**src/klm_pkg.sv**
```systemverilog
// Shared constants, command codes and controller/datapath structs for the ledger merge.
`timescale 1ns / 1ps
package klm_pkg;

  localparam int LEDGER_DEPTH_DEF  = 16;
  localparam int PROTECT_DEPTH_DEF = 16;
  localparam int MAX_RESULTS       = 32;
  localparam int CNT_W             = 6;

  localparam logic [2:0] CMD_LOAD_LEFT     = 3'd0;
  localparam logic [2:0] CMD_LOAD_RIGHT    = 3'd1;
  localparam logic [2:0] CMD_PROTECT_LEFT  = 3'd2;
  localparam logic [2:0] CMD_PROTECT_RIGHT = 3'd3;
  localparam logic [2:0] CMD_MERGE         = 3'd4;

  localparam logic [0:0] REG_OUT_CAPACITY = 1'd0;

  typedef struct packed {
    logic [15:0]        batch;
    logic [15:0]        cell_idx;
    logic signed [31:0] fitness;
    logic [63:0]        payload;
    logic               from_right;
  } entry_t;

  // controller -> datapath
  typedef struct packed {
    logic load;
    logic run_clr;
    logic phase_r;
    logic oi_clr;
    logic oi_inc;
    logic si_clr;
    logic si_inc;
    logic p_clr;
    logic p_inc;
    logic pab_clr;
    logic set_pa;
    logic set_pb;
    logic nc_inc;
    logic win_left;
    logic win_right;
    logic win_decide;
    logic emit;
    logic finish;
  } ctl_cmd_t;

  // datapath -> controller
  typedef struct packed {
    logic oi_end;
    logic si_end;
    logic key_match;
    logic p_end_l;
    logic p_end_r;
    logic hit_l;
    logic hit_r;
    logic emit_ok;
    logic out_free;
  } ctl_stat_t;

endpackage

```
**src/klm_ctrl.sv**
```systemverilog
// Merge sequencer: walks ledgers and protection lists through the datapath.
`timescale 1ns / 1ps
module klm_ctrl (
  input  logic                clk,
  input  logic                rst,
  input  logic                in_valid,
  input  logic [2:0]          in_command,
  output logic                in_ready,
  input  klm_pkg::ctl_stat_t  stat,
  output klm_pkg::ctl_cmd_t   cmd
);

  localparam logic [3:0] S_IDLE   = 4'd0;
  localparam logic [3:0] S_L_TOP  = 4'd1;
  localparam logic [3:0] S_L_SCAN = 4'd2;
  localparam logic [3:0] S_LP_RD  = 4'd3;
  localparam logic [3:0] S_LP_CK  = 4'd4;
  localparam logic [3:0] S_RP_RD  = 4'd5;
  localparam logic [3:0] S_RP_CK  = 4'd6;
  localparam logic [3:0] S_DECIDE = 4'd7;
  localparam logic [3:0] S_EMIT   = 4'd8;
  localparam logic [3:0] S_R_TOP  = 4'd9;
  localparam logic [3:0] S_R_SCAN = 4'd10;
  localparam logic [3:0] S_FIN    = 4'd11;

  logic [3:0] state, state_next;
  logic       phase_r, phase_r_next;

  always_ff @(posedge clk) begin
    if (rst) begin
      state   <= S_IDLE;
      phase_r <= 1'b0;
    end else begin
      state   <= state_next;
      phase_r <= phase_r_next;
    end
  end

  always_comb begin
    state_next   = state;
    phase_r_next = phase_r;
    cmd          = '0;
    cmd.phase_r  = phase_r;
    in_ready     = 1'b0;
    unique case (state)
      S_IDLE: begin
        in_ready = 1'b1;
        if (in_valid) begin
          if (in_command == klm_pkg::CMD_MERGE) begin
            cmd.run_clr  = 1'b1;
            phase_r_next = 1'b0;
            state_next   = S_L_TOP;
          end else begin
            cmd.load = 1'b1;
          end
        end
      end
      S_L_TOP: begin
        if (stat.oi_end) begin
          cmd.oi_clr   = 1'b1;
          phase_r_next = 1'b1;
          state_next   = S_R_TOP;
        end else begin
          cmd.si_clr = 1'b1;
          state_next = S_L_SCAN;
        end
      end
      S_L_SCAN: begin
        if (stat.si_end) begin
          cmd.win_left = 1'b1;
          state_next   = S_EMIT;
        end else if (stat.key_match) begin
          cmd.nc_inc  = 1'b1;
          cmd.p_clr   = 1'b1;
          cmd.pab_clr = 1'b1;
          state_next  = S_LP_RD;
        end else begin
          cmd.si_inc = 1'b1;
        end
      end
      S_LP_RD: begin
        if (stat.p_end_l) begin
          cmd.p_clr  = 1'b1;
          state_next = S_RP_RD;
        end else begin
          state_next = S_LP_CK;
        end
      end
      S_LP_CK: begin
        if (stat.hit_l) begin
          cmd.set_pa = 1'b1;
          cmd.p_clr  = 1'b1;
          state_next = S_RP_RD;
        end else begin
          cmd.p_inc  = 1'b1;
          state_next = S_LP_RD;
        end
      end
      S_RP_RD: begin
        state_next = stat.p_end_r ? S_DECIDE : S_RP_CK;
      end
      S_RP_CK: begin
        if (stat.hit_r) begin
          cmd.set_pb = 1'b1;
          state_next = S_DECIDE;
        end else begin
          cmd.p_inc  = 1'b1;
          state_next = S_RP_RD;
        end
      end
      S_DECIDE: begin
        cmd.win_decide = 1'b1;
        state_next     = S_EMIT;
      end
      S_EMIT: begin
        if (stat.emit_ok) begin
          cmd.emit   = 1'b1;
          cmd.oi_inc = 1'b1;
          state_next = phase_r ? S_R_TOP : S_L_TOP;
        end
      end
      S_R_TOP: begin
        if (stat.oi_end) begin
          state_next = S_FIN;
        end else begin
          cmd.si_clr = 1'b1;
          state_next = S_R_SCAN;
        end
      end
      S_R_SCAN: begin
        if (stat.si_end) begin
          cmd.win_right = 1'b1;
          state_next    = S_EMIT;
        end else if (stat.key_match) begin
          cmd.oi_inc = 1'b1;
          state_next = S_R_TOP;
        end else begin
          cmd.si_inc = 1'b1;
        end
      end
      S_FIN: begin
        if (stat.out_free) begin
          cmd.finish = 1'b1;
          state_next = S_IDLE;
        end
      end
      default: begin
        state_next = S_IDLE;
      end
    endcase
  end

endmodule

```
**config.mk**
```make
export PLATFORM = sky130hd
export DESIGN_NAME = klm_ctrl
export DESIGN_NICKNAME = d
export VERILOG_FILES = /design/src/klm_pkg.sv /design/src/klm_ctrl.sv
export SDC_FILE = /design/constraint.sdc
export NUM_CORES = 1
export LEC_CHECK = 0
export ABC_AREA = 1
export BUFFER_PORTS_ARGS = -buffer_cell sky130_fd_sc_hd__buf_2
export CELL_PAD_IN_SITES_DETAIL_PLACEMENT = 1
export CELL_PAD_IN_SITES_GLOBAL_PLACEMENT = 1
export CORE_MARGIN = 3
export CORE_UTILIZATION = 29
export CTS_BUF_LIST = sky130_fd_sc_hd__clkbuf_4 sky130_fd_sc_hd__clkbuf_8
export DETAILED_ROUTE_END_ITERATION = 7
export PLACE_DENSITY = 0.82
export SETUP_SLACK_MARGIN = 0.02
export SLEW_MARGIN = 40
export SYNTH_ARGS = -nofsm -noshare
export SYNTH_HDL_FRONTEND = slang
export SYNTH_SLANG_ARGS = --single-unit
```
**constraint.sdc**
```tcl
create_clock -name clk -period 3.8 [get_ports clk]
set_clock_uncertainty 0.05 [all_clocks]
set_input_delay 0.76 -clock clk [delete_from_list [all_inputs] [get_ports clk]]
set_output_delay 0.76 -clock clk [all_outputs]
set_load 0.02 [all_outputs]
```
* After elaboration in Yosys (flattened, before gate mapping)
Cells that the tools add are included.
Storage, ports and cells: register bits after elaboration 5, word-level logic and storage cells 80
Cells by class: eq/ne operators 19, mux-type cells 54, reduce and logical (&&, ||, !) cells 5
Operators with widths (number):
- one-hot mux 4 bit (12 select lines) | 1
- two-way mux 4 bit | 10
- two-way mux 1 bit | 32
- equality test 4 x 3 -> 1 bit, second input constant | 4
- equality test 4 bit, second input constant | 4
- two-way mux 2 bit | 5
- inequality test 2 bit, second input constant | 5
- equality test 4 x 2 -> 1 bit, second input constant | 2
- one-hot mux 1 bit (2 select lines) | 4
- inequality test 3 bit, second input constant | 2
- AND reduction 6 bit | 1
- equality test 4 x 1 -> 1 bit, second input constant | 1
- zero test 4 bit | 1
- AND reduction 4 bit | 1
- equality test 3 bit, second input constant | 1
- two-way mux 3 bit | 1
- one-hot mux 1 bit (3 select lines) | 1
- nonzero test 2 bit | 1
- OR reduction 2 bit | 1

* Depth between registers and ports, before layout
word-level depth 4, mapped depth 9, depth with buffers taken out 9

* Least setup slack after synthesis
Ideal clock, no wire load.
path kind input to output, from input stat[7] (netlist name), to output cmd[13] (netlist name), data arrival time 1.499 ns, path slack 1.491 ns, cell stages on the path 3, buffers on the path 0, cell sequence inv_1 > nand3_1 > o32ai_1
RTL lines:
- start, declared | RTL line klm_ctrl.sv:9 | input klm_pkg::ctl_stat_t stat,
- end, declared | RTL line klm_ctrl.sv:10 | output klm_pkg::ctl_cmd_t cmd

==> results.sh <==
export IMPL_ant_nets=0
export IMPL_crit_slowest_cell="dfxtp_1"
export IMPL_grt_usage_pct=19.1
export IMPL_setup_tns_ns=0
export IMPL_ys_seq_area_share_pct=17.3
export IMPL_hpwl_mm=1.90
export IMPL_hp_class="reg2reg"
export IMPL_path_cells="inv_2 > nor2_2 > nand3_1 > o211ai_1 > buf_2"
export IMPL_power_density_mw_per_mm2=204
export IMPL_num_io_pins=34
export IMPL_area_growth_pct=36.5
export IMPL_period_needed_ns=2.38
export IMPL_seq_area_um2=100
export IMPL_path_buf_inv=2
export IMPL_ys_ff_latch=5
export IMPL_rows=15
export IMPL_synth_cells=111
export IMPL_p_leak_nw=0.510
export IMPL_internal_power_mw=0.114
export IMPL_critPathMaxStageDelay_ns=0.50
export IMPL_fmax_ghz=0.420
export IMPL_design_area_um2=791
export IMPL_synthesis_nets=126
export IMPL_clock_path_buffers=2
export IMPL_hold_violations=0
export IMPL_final_util_pct=43.9
export IMPL_required_ns=2.99
export IMPL_drive_gt1_share_pct=34.2
export IMPL_seqPwrFrac_pct=34.5
export IMPL_worstPathArrival_ns=1.57
export IMPL_ir_drop_mv=0.159
export IMPL_cpLargestDelayFamily="flip-flops"
export IMPL_synth_avg_cell_area_um2=5.22
export IMPL_num_vias=829
export IMPL_swShare_pct=29.5
export IMPL_postCtsSetupBuffers=0
export IMPL_grt_start_max_net_pins=8
export IMPL_diodes=0
export IMPL_grt_overflow=0
export IMPL_clock_sinks=5
export IMPL_chipHeight_um=50.7
export IMPL_nets=162
export IMPL_p_total_mw=0.161
export IMPL_critPathMaxFanout=7
export IMPL_setup_viol=0
export IMPL_grt_setup_unrepaired="no"
export IMPL_drc_errors=0
export IMPL_die_w_um=50.7
export IMPL_drt_total_wl_mm=2.15
export IMPL_cts_buffers=3
export IMPL_gp_congestion=0.863
export IMPL_clk_pin_slew_ns=0.04
export IMPL_outcome="finished clean"
export IMPL_setup_worst_path_class="reg2out"
export IMPL_clock_tree_htree_level_count=1
export IMPL_drv_slew=0
export IMPL_grt_pass1_wl_mm=3.75
export IMPL_tightest_slew_ns=0.325
export IMPL_die_area_mm2=0.00257
export IMPL_end_kind="output port"
export IMPL_clk_latency_ns=0.25
export IMPL_grt_pass1_vias=861
export IMPL_layout_common_cells="nand2_1 (34), buf_2 (33), inv_1 (15), nor2_1 (15), nand3_1 (11)"
export IMPL_antenna_found_initial=0
export IMPL_cts_tree="built"
export IMPL_worst_slack_ns=1.42
export IMPL_cp_start_kind="register"
export IMPL_slew_headroom_pct=78.3
export IMPL_multi_input_area_um2=393
export IMPL_pwr_share_comb_pct=21.4
export IMPL_via_per_inst=4.85
export IMPL_postCtsResizedCells=0
export IMPL_p_switching_mw=0.0476
export IMPL_initial_utilization_pct=32.2
export IMPL_ctsHoldBuffers=0
export IMPL_core_area_mm2=0.00180
export IMPL_dp_slack_ns=1.49
export IMPL_drt_iter0_drc=3
export IMPL_cap_viol_max_count=0
export IMPL_final_common_cell="nand2_1"
export IMPL_io_buffers=33
export IMPL_detail_route_wl_per_cell_um=12.6
export IMPL_cts_root_buffer="clkbuf_4"
export IMPL_ys_types=18
export IMPL_placed_area_um2=761
export IMPL_finalCritPeriodShare_pct=62.6
export IMPL_yosys_warnings=0
export IMPL_clockPowerShare_pct=44.1
export IMPL_first_pass_iters=4
export IMPL_fillers=300
export IMPL_synth_area_um2=579
cell type report:
class | instances | share of cell area (%)
multi-input cells | 85 | 49.7
repair buffers | 33 | 20.9
clock buffers | 4 | 3.80
flip-flops and latches | 5 | 12.7
well taps | 25 | 3.96
inverters | 19 | 9.02
cell usage after synthesis:
| master | number | share of area (%) |
|---|---|---|
| a21oi_1 | 5 | 4.3 |
| nor2_1 | 15 | 9.7 |
| inv_1 | 15 | 9.7 |
| a41oi_1 | 1 | 1.5 |
| buf_4 | 2 | 2.6 |
| nand2_2 | 1 | 1.1 |
| inv_2 | 4 | 2.6 |
| nand2_1 | 34 | 22 |
| nor3_1 | 5 | 4.3 |
| o21ai_0 | 1 | 0.86 |
| nand3_1 | 11 | 9.5 |
| o211ai_1 | 1 | 1.3 |
| nor3_2 | 1 | 1.7 |
| o32ai_1 | 1 | 1.5 |
| dfxtp_1 | 5 | 17 |
| nand3b_1 | 1 | 1.3 |
| nand4_1 | 1 | 1.1 |
| nor2_2 | 7 | 7.6 |
stage by stage:
| stage | std cells | hold WS (ns) |
|---|---|---|
| 3_3_place_gp | 167 | 0.487 |
| 6_report | 171 | 0.519 |
| 3_5_place_dp | 167 | 0.519 |
| 4_1_cts | 171 | 0.526 |
| 5_1_grt | 171 | 0.541 |
| 2_1_floorplan | 111 | 0.449 |
worst paths after layout:
kind	cells past startpoint	start	slack, ns	endpoint
max	5	state[1]$_SDFFE_PP0P_	1.42	cmd[10]
min	2	state[3]$_SDFFE_PP0P_	0.52	state[3]$_SDFFE_PP0P_
max reg2reg	6	state[1]$_SDFFE_PP0P_	2.33	state[1]$_SDFFE_PP0P_
min reg2reg	2	state[3]$_SDFFE_PP0P_	0.52	state[3]$_SDFFE_PP0P_
power by group through the flow:
stage,clock network [mW],registers (mW),logic (mW)
2_1_floorplan,0,0.0562,0.0198
3_3_place_gp,0,0.0566,0.0335
3_5_place_dp,0,0.0567,0.0347
4_1_cts,0.0733,0.0557,0.0348
5_1_grt,0.0749,0.0559,0.0389
6_report,0.0713,0.0557,0.0345
per-layer routing:
metal	share of wire [%]	global-route usage (%)
met1	44	23.2
met2	49	33.0
met3	4.9	1.19
met4	2.4	10.3
met5	0	0
tightest hold or removal path: cells and delay by family, from the launching register on:
kind,cells,cell delay (ns)
AO/OA/AOI/OAI,1,0.06
AND/OR/NAND/NOR,1,0.09
flip-flops,1,0.36
sequential cells by signal, summed over array words and instances (netlist names):
name / count
state: 4
phase_r: 1
cells by family (layout without fill, tap and decap cells):
kind of cell / Yosys count / after routing / share of synthesized area, %
flops: 5 / 5 / 17.3
compound gates: 9 / 9 / 9.50
simple gates: 76 / 76 / 58.3
buf+inv: 21 / 56 / 14.9
No activity file was read; power rests on OpenSTA's default activity.
